## src/rtl/cbf_pkg.sv

```systemverilog
`default_nettype none

package cbf_pkg;

  localparam int BUFFER_BYTES = 64;

  // Nine buffer bytes cover any field of up to 64 bits at any bit offset
  localparam int ACC_W = 72;

  localparam logic [63:0] FULL_MASK = 64'hFFFF_FFFF_FFFF_FFFF;
  localparam logic [8:0]  SEQ_XOR   = 9'h007;

  localparam logic [2:0] MODE_GET_MOT   = 3'd0;
  localparam logic [2:0] MODE_SET_MOT   = 3'd1;
  localparam logic [2:0] MODE_GET_INTEL = 3'd2;
  localparam logic [2:0] MODE_SET_INTEL = 3'd3;
  localparam logic [2:0] MODE_BYTE_RD   = 3'd4;
  localparam logic [2:0] MODE_BYTE_WR   = 3'd5;

  typedef enum logic [2:0] {
    ST_IDLE,
    ST_READ,
    ST_DRAIN,
    ST_MERGE,
    ST_WRITE
  } cbf_state_e;

  typedef struct packed {
    logic [2:0]  mode;
    logic [8:0]  bit_pos;
    logic [6:0]  bit_size;
    logic [5:0]  byte_index;
    logic [63:0] write_value;
  } cbf_req_t;

  typedef struct packed {
    logic [63:0] read_value;
    logic        error;
  } cbf_rsp_t;

  // Placement of a field inside the gathered bytes
  typedef struct packed {
    logic [2:0] sh;
    logic [6:0] size;
  } cbf_fld_t;

  // Low size bits set, size in 1..64
  function automatic logic [63:0] field_mask(input logic [6:0] size);
    logic [6:0] amt;
    amt = 7'd64 - size;
    return FULL_MASK >> amt;
  endfunction

endpackage

`default_nettype wire

```

## src/rtl/cbf_ram.sv

```systemverilog
`default_nettype none

module cbf_ram #(
  parameter int Width = 8,
  parameter int Depth = 64
) (
  input  wire logic                     clk_i,
  input  wire logic                     we_i,
  input  wire logic                     re_i,
  input  wire logic [$clog2(Depth)-1:0] addr_i,
  input  wire logic [Width-1:0]         wdata_i,
  output logic      [Width-1:0]         rdata_o
);

  logic [Width-1:0] mem_q [Depth];
  logic [Width-1:0] rdata_q;

  always_ff @(posedge clk_i) begin
    if (we_i) begin
      mem_q[addr_i] <= wdata_i;
    end
    if (re_i) begin
      rdata_q <= mem_q[addr_i];
    end
  end

  assign rdata_o = rdata_q;

endmodule

`default_nettype wire

```

## src/rtl/cbf_merge.sv

```systemverilog
`default_nettype none

module cbf_merge (
  input  wire logic [cbf_pkg::ACC_W-1:0] acc_i,
  input  wire cbf_pkg::cbf_fld_t         fld_i,
  input  wire logic [63:0]               wval_i,
  output logic      [63:0]               field_o,
  output logic      [cbf_pkg::ACC_W-1:0] merged_o
);

  import cbf_pkg::*;

  logic [63:0]      mask;
  logic [ACC_W-1:0] shifted;
  logic [ACC_W-1:0] mask_wide;
  logic [ACC_W-1:0] data_wide;

  always_comb begin
    mask      = field_mask(fld_i.size);
    shifted   = acc_i >> fld_i.sh;
    field_o   = shifted[63:0] & mask;
    mask_wide = {8'h00, mask} << fld_i.sh;
    data_wide = {8'h00, wval_i & mask} << fld_i.sh;
    // keep bits outside the field, replace the field
    merged_o  = (acc_i & ~mask_wide) | data_wide;
  end

endmodule

`default_nettype wire

```

## src/rtl/can_signal_bitfield_access.sv

```systemverilog
// Bit field access to a byte-addressed CAN frame buffer.
//
// Command channel: a word on req_i is taken at a clock edge where start is
// high and busy is low. Each command returns exactly one word on rsp_o,
// marked by done_o for one cycle; the receiver cannot stall it, and a new
// command may be issued in that same cycle.
//
// A field or byte access touches n buffer bytes, n = 1..9. The buffer sits
// in a single-port RAM, one byte per cycle, so the sequencer reads the n
// bytes, drains the last read, merges and, for a write, stores the n bytes
// back; done_o follows the merge for a read and the last byte stored for a
// write. A no-op or a field out of buffer answers in the cycle after the
// accepting edge. busy stays high until the result is issued.
//
// Reset clears the per-byte valid flags, so the whole buffer reads as zero
// at once; there is no clearing pass.
`default_nettype none

module can_signal_bitfield_access #(
  parameter int BufferBytes = cbf_pkg::BUFFER_BYTES
) (
  input  wire logic              clk_i,
  input  wire logic              rst_ni,
  input  wire logic              start,
  output logic                   busy,
  input  wire cbf_pkg::cbf_req_t req_i,
  output logic                   done_o,
  output cbf_pkg::cbf_rsp_t      rsp_o
);

  import cbf_pkg::*;

  localparam int AddrW = $clog2(BufferBytes);

  cbf_state_e state_q, state_d;

  logic             accept;
  logic             is_field, is_byte;
  logic             dec_mot, dec_wr, dec_noop, dec_err, dec_skip;
  logic [8:0]       dec_start;
  logic [6:0]       dec_size, size_sat;
  logic [8:0]       seq_first;
  logic [9:0]       seq_last;
  logic [5:0]       byte_first;
  logic [6:0]       byte_last;
  logic [6:0]       byte_span;
  logic [3:0]       dec_n;
  logic [2:0]       dec_sh;
  logic [AddrW-1:0] dec_addr;

  logic             mot_q, is_wr_q;
  cbf_fld_t         fld_q;
  logic [63:0]      wval_q;
  logic [3:0]       n_q, cnt_q;
  logic [AddrW-1:0] addr_q;
  logic [ACC_W-1:0] acc_q, wbuf_q;
  logic             rd_pend_q, vld_rd_q;
  logic [BufferBytes-1:0] vld_q;
  logic             done_q;
  cbf_rsp_t         rsp_q;

  logic             load_cmd, step_addr, load_wbuf;
  logic             emit, emit_rd, emit_err;
  logic             ram_re, ram_we;
  logic [7:0]       ram_rdata, rd_byte;
  logic [63:0]      field_val;
  logic [ACC_W-1:0] merged;

  assign accept = start && !busy;
  assign busy   = (state_q != ST_IDLE);

  // Command decode: byte modes run as 8-bit Intel fields
  always_comb begin
    is_field   = (req_i.mode == MODE_GET_MOT) || (req_i.mode == MODE_SET_MOT) ||
                 (req_i.mode == MODE_GET_INTEL) || (req_i.mode == MODE_SET_INTEL);
    is_byte    = (req_i.mode == MODE_BYTE_RD) || (req_i.mode == MODE_BYTE_WR);
    dec_mot    = (req_i.mode == MODE_GET_MOT) || (req_i.mode == MODE_SET_MOT);
    dec_wr     = (req_i.mode == MODE_SET_MOT) || (req_i.mode == MODE_SET_INTEL) ||
                 (req_i.mode == MODE_BYTE_WR);
    size_sat   = (req_i.bit_size > 7'd64) ? 7'd64 : req_i.bit_size;
    dec_start  = is_byte ? {req_i.byte_index, 3'b000} : req_i.bit_pos;
    dec_size   = is_byte ? 7'd8 : size_sat;
    dec_noop   = !(is_field || is_byte) || (is_field && (req_i.bit_size == 7'd0));
    seq_first  = dec_mot ? (dec_start ^ SEQ_XOR) : dec_start;
    seq_last   = 10'(seq_first) + 10'(dec_size) - 10'd1;
    byte_first = dec_start[8:3];
    byte_last  = seq_last[9:3];
    dec_err    = !dec_noop && ({3'b000, byte_last} >= 10'(BufferBytes));
    dec_skip   = dec_noop || dec_err;
    // Motorola LSB sits at 7 - (last & 7) in the big-endian gather
    dec_sh     = dec_mot ? ~seq_last[2:0] : dec_start[2:0];
    byte_span  = byte_last - {1'b0, byte_first};
    dec_n      = byte_span[3:0];
    // Motorola gathers ascending, Intel descending; write back runs the other way
    dec_addr   = dec_mot ? AddrW'(byte_first) : AddrW'(byte_last);
  end

  always_comb begin
    state_d = state_q;
    case (state_q)
      ST_IDLE: begin
        if (accept && !dec_skip) state_d = ST_READ;
      end
      ST_READ: begin
        if (cnt_q == 4'd0) state_d = ST_DRAIN;
      end
      ST_DRAIN: state_d = ST_MERGE;
      ST_MERGE: state_d = is_wr_q ? ST_WRITE : ST_IDLE;
      ST_WRITE: begin
        if (cnt_q == 4'd0) state_d = ST_IDLE;
      end
      default: state_d = ST_IDLE;
    endcase
  end

  always_comb begin
    load_cmd  = 1'b0;
    step_addr = 1'b0;
    load_wbuf = 1'b0;
    emit      = 1'b0;
    emit_rd   = 1'b0;
    emit_err  = 1'b0;
    ram_re    = 1'b0;
    ram_we    = 1'b0;
    case (state_q)
      ST_IDLE: begin
        if (accept) begin
          if (dec_skip) begin
            emit     = 1'b1;
            emit_err = dec_err;
          end else begin
            load_cmd = 1'b1;
          end
        end
      end
      ST_READ: begin
        ram_re    = 1'b1;
        step_addr = (cnt_q != 4'd0);
      end
      ST_DRAIN: ;
      ST_MERGE: begin
        load_wbuf = 1'b1;
        emit      = !is_wr_q;
        emit_rd   = !is_wr_q;
      end
      ST_WRITE: begin
        ram_we    = 1'b1;
        step_addr = (cnt_q != 4'd0);
        emit      = (cnt_q == 4'd0);
      end
      default: ;
    endcase
  end

  assign rd_byte = vld_rd_q ? ram_rdata : 8'h00;

  always_ff @(posedge clk_i or negedge rst_ni) begin
    if (!rst_ni) begin
      state_q   <= ST_IDLE;
      cnt_q     <= 4'd0;
      addr_q    <= '0;
      rd_pend_q <= 1'b0;
      vld_rd_q  <= 1'b0;
      vld_q     <= '0;
      done_q    <= 1'b0;
    end else begin
      state_q   <= state_d;
      rd_pend_q <= ram_re;
      done_q    <= emit;
      if (ram_re) begin
        vld_rd_q <= vld_q[addr_q];
      end
      if (ram_we) begin
        vld_q[addr_q] <= 1'b1;
      end
      if (load_cmd) begin
        cnt_q  <= dec_n;
        addr_q <= dec_addr;
      end else if (load_wbuf) begin
        cnt_q <= n_q;
      end else if (step_addr) begin
        cnt_q <= cnt_q - 4'd1;
        // advance along the gather order while reading, back along it while writing
        if ((state_q == ST_READ) == mot_q) begin
          addr_q <= addr_q + AddrW'(1);
        end else begin
          addr_q <= addr_q - AddrW'(1);
        end
      end
    end
  end

  always_ff @(posedge clk_i) begin
    if (load_cmd) begin
      mot_q      <= dec_mot;
      is_wr_q    <= dec_wr;
      fld_q.sh   <= dec_sh;
      fld_q.size <= dec_size;
      wval_q     <= req_i.write_value;
      n_q        <= dec_n;
    end
    if (rd_pend_q) begin
      acc_q <= {acc_q[ACC_W-9:0], rd_byte};
    end
    if (load_wbuf) begin
      wbuf_q <= merged;
    end else if (ram_we) begin
      wbuf_q <= wbuf_q >> 8;
    end
    if (emit) begin
      rsp_q.read_value <= emit_rd ? field_val : 64'd0;
      rsp_q.error      <= emit_err;
    end
  end

  cbf_merge u_merge (
    .acc_i   (acc_q),
    .fld_i   (fld_q),
    .wval_i  (wval_q),
    .field_o (field_val),
    .merged_o(merged)
  );

  cbf_ram #(
    .Width(8),
    .Depth(BufferBytes)
  ) u_ram (
    .clk_i  (clk_i),
    .we_i   (ram_we),
    .re_i   (ram_re),
    .addr_i (addr_q),
    .wdata_i(wbuf_q[7:0]),
    .rdata_o(ram_rdata)
  );

  assign done_o = done_q;
  assign rsp_o  = rsp_q;

  a_done_idle: assert property (@(posedge clk_i) disable iff (!rst_ni)
    done_o |-> !busy)
    else $error("result issued while busy");

  a_err_zero: assert property (@(posedge clk_i) disable iff (!rst_ni)
    (done_o && rsp_o.error) |-> (rsp_o.read_value == 64'd0))
    else $error("error result carries data");

  a_accept_progress: assert property (@(posedge clk_i) disable iff (!rst_ni)
    accept |=> (busy || done_o))
    else $error("accepted command neither started nor answered");

  a_write_only_set: assert property (@(posedge clk_i) disable iff (!rst_ni)
    ram_we |-> is_wr_q)
    else $error("buffer written by a read command");

  a_cnt_range: assert property (@(posedge clk_i) disable iff (!rst_ni)
    cnt_q <= 4'd8)
    else $error("byte count beyond nine bytes");

endmodule

`default_nettype wire

```

## config.mk

```make
export PLATFORM = sky130hd
export DESIGN_NAME = can_signal_bitfield_access
export DESIGN_NICKNAME = d
export VERILOG_FILES = /design/src/rtl/cbf_pkg.sv /design/src/rtl/cbf_ram.sv /design/src/rtl/cbf_merge.sv /design/src/rtl/can_signal_bitfield_access.sv
export SDC_FILE = /design/constraint.sdc
export NUM_CORES = 1
export LEC_CHECK = 0
export BUFFER_PORTS_ARGS = -buffer_cell sky130_fd_sc_hd__buf_2
export CAP_MARGIN = 20
export CORE_AREA = 2 2 345 347
export CTS_CLUSTER_DIAMETER = 100
export DETAILED_ROUTE_END_ITERATION = 10
export DIE_AREA = 0 0 347 349
export SETUP_SLACK_MARGIN = 0.2
export SYNTH_ARGS = -nofsm -noshare
export SYNTH_HDL_FRONTEND = slang
export SYNTH_SLANG_ARGS = --single-unit
export TNS_END_PERCENT = 50
```

## constraint.sdc

```tcl
create_clock -name clk_i -period 8 [get_ports clk_i]
set_input_delay 1.6 -clock clk_i [delete_from_list [all_inputs] [get_ports clk_i]]
set_output_delay 1.6 -clock clk_i [all_outputs]
set_load 0.05 [all_outputs]
```

==> results.toml <==
[flow_run]
maxCapViolCount = 0

[power_and_ir_drop]
ir_worst_vdd_uv = 185
leakagePower_nw = 15.6
cellPowerDensity_nw_per_um2 = 330

[synthesis]
yosys.area.top_type_share = 0.596
seq_area_frac_synth = 0.645
syn_nets = 3163
ys_top_cells_by_area = "edfxtp_1 60%, dfrtp_1 4.9%, mux2i_1 2.9%"
synth_edf_count = 809
synthCells = 3041
yosysTopAreaCell = "edfxtp_1"
synthFlopType = "edfxtp_1"
avgSynthCellArea_um2 = 13.4
synth-seq-cells = 889
ys_warn_count = 0
ys_types = 89
synthesis.area_um2 = 40800
async_flop_share = 0.0900

[worst_setup_path]
cp_top_family = "buffers and inverters"
timing.setup.critical_path_class = "in2reg"
path_cells = "buf_2 -> nor2b_1 -> nor2_1 -> nand2_1 -> ha_1 -> inv_1 -> ha_1 -> inv_1 -> fa_1 -> nor2b_1 -> o2111ai_1 -> a31oi_1 -> xor2_1 -> o21ai_0 -> o221ai_4 -> buf_4"
endpoint_kind = "register"
arrival_ns = 5.78
path_max_fanout = 43
max_stage_delay_ns = 0.64
required_ns = 8.31
crit_buf_inv = 4
critPathLaunchType = "primary input"
cpMaxStageDelayCell = "buf_4"

[sta]
setup_violations = 0
fin_skew_ns = 0.0580
finalHoldViolations = 0
setup_ws_ns = 2.53
max_slew.worst_pin.slew_ns = 1.27
finalMaxSlewViolations = 0
post-route-period-util = 0.683
finalSetupTns_ns = 0
slew_headroom = 0.146
fmax_mhz = 183
rsz0062_at_grt = "no"
period_needed_ns = 5.47

[drt]
wl_mm = 131
drt-pass1-iter-count = 8
drc = 0
ant_nets = 0
drt_iter0_drc = 4048
vias_per_cell = 6.12
vias = 29100
drt-wirelength-per-cell_um = 27.6

[cts]
cts_buffers = 94
cts.clk_slew.worst_paths_ns = 0.06
clock_sinks = 889
htreeDepth = 3
post_cts_resized = 0
post-cts-setup-buffer-count = 0
cts_hold_buf = 0
cts_root_buf = "clkbuf_16"
worstSkewPairLatency_ns = 0.72
cts_tree = "built"
clk_path_buf_depth = 3

[floorplanning]
rows = 126
die_h_um = 349
io_pins = 159
core_area_um2 = 117000
dieWidth_um = 347
start_util = 0.347
die_area_um2 = 121000

[global_route]
grt_pass1_vias = 27200
antenna_found_initial = 0
grt_remaining_overflow = 0
grt_usage = 0.211
grt_max_degree = 97
grt_pass1_wl_mm = 191

[layout]
antenna_cells = 0
syn_to_final_growth_pct = 13.5
nets = 3260
drive_gt1_frac = 0.167

[worst_hold_path]
hold_path_class = "reg2reg"

[outcome]
status = "complete, no violations"

[placement]
pre_cts_slack_ns = 1.79
portBuffers = 158
dpl.hpwl_mm = 84.9
gp_congestion = 0.938
[worst paths after layout]
kind | start | to | slack (ns) | cells after the start
max | req_i[87] | rsp_o[33] | 2.53 | 16
min | vld_q[22] | vld_q[22] | 0.47 | 1
max reg2reg | fld_q[0] | wbuf_q[23] | 2.91 | 11
min reg2reg | vld_q[22] | vld_q[22] | 0.47 | 1
max in group asynchronous | rst_ni | rd_pend_q | 5.85 | 2
min in group asynchronous | rst_ni | done_o | 0.92 | 1
[logic make-up (layout without fill, tap and decap cells)]
family	Yosys count	in the layout	share of synthesized area
flops	889	889	0.645
xor+xnor	22	22	0.00472
simple gates	713	713	0.0863
buf+inv	289	462	0.0279
fa+ha+maj	30	30	0.00975
mux	186	186	0.0607
compound gates	912	912	0.166
[layout by cell type (no fill, tap or decap), types with 86 or more instances in the layout]
cell type    n
nor2_1     178
a21oi_1    100
edfxtp_1   809
nand2_1    150
a211oi_1   126
nor3_1     112
a22oi_1    156
buf_2      157
a31oi_1     86
clkbuf_16   95
a221oi_1    86
mux2i_1    119
[stage by stage]
| step | instance area [um2] | instances | util | total power, mW | hold WS (ns) |
|---|---|---|---|---|---|
| finish | 46300 | 4750 | 0.394 | 15.3 | 0.466 |
| global route | 46300 | 4750 | 0.394 | 15.8 | 0.478 |
| CTS | 46300 | 4749 | 0.394 | 15.3 | 0.468 |
| detailed placement | 43300 | 4577 | 0.368 | 10.9 | 0.453 |
| global placement | 43200 | 4576 | 0.368 | 10.9 | 0.450 |
| floorplan | 40800 | 3041 | - | 9.24 | 0.440 |
[Yosys cell counts (39+ instances only)]
master / count
mux2i_1: 119
nand2_1: 151
a22o_1: 78
edfxtp_1: 809
o21ai_0: 53
inv_1: 59
nand3_1: 48
dfrtp_1: 80
a22oi_1: 156
a21oi_1: 100
nor3_1: 113
nor2_1: 182
mux4_2: 47
or2_2: 71
a31oi_1: 86
clkbuf_1: 169
a221oi_1: 86
o22ai_1: 39
a211oi_1: 126
[per-layer routing]
layer  wire length, um  up-vias  global-route usage
met5                 0        -                   0
met4              5100        0              0.0789
met3             11700      285              0.0362
met2             58400     1745               0.320
met1             55900    14600               0.302
li1                  -    12400                   -
[where the power goes]
| group | switching [mW] | internal [mW] | leakage, nW | total, mW |
|---|---|---|---|---|
| Sequential | 0.620 | 5.83 | 8.44 | 6.45 |
| Clock | 1.91 | 2.43 | 1.46 | 4.34 |
| Combinational | 3.04 | 1.45 | 5.70 | 4.48 |
[flip-flops by register name (all words and copies together) (netlist names), 3 cells and up]
register,flops
n_q,4
vld_q,64
acc_q,72
state_q,3
u_ram.rdata_o,8
rsp_o,65
addr_q,6
wbuf_q,72
cnt_q,4
u_ram.mem_q,512
wval_q,64
fld_q,10
[final cells by class]
class / instances / area, um2
clock buffer: 116 / 2460
timing repair buffer: 228 / 1360
inverter: 62 / 234
multi-input combinational: 1863 / 13500
sequential: 889 / 26300
clock inverter: 56 / 596
tap: 1536 / 1920
fill: 10900 / 71100
Note: power is estimated with default switching activity, not from simulation.
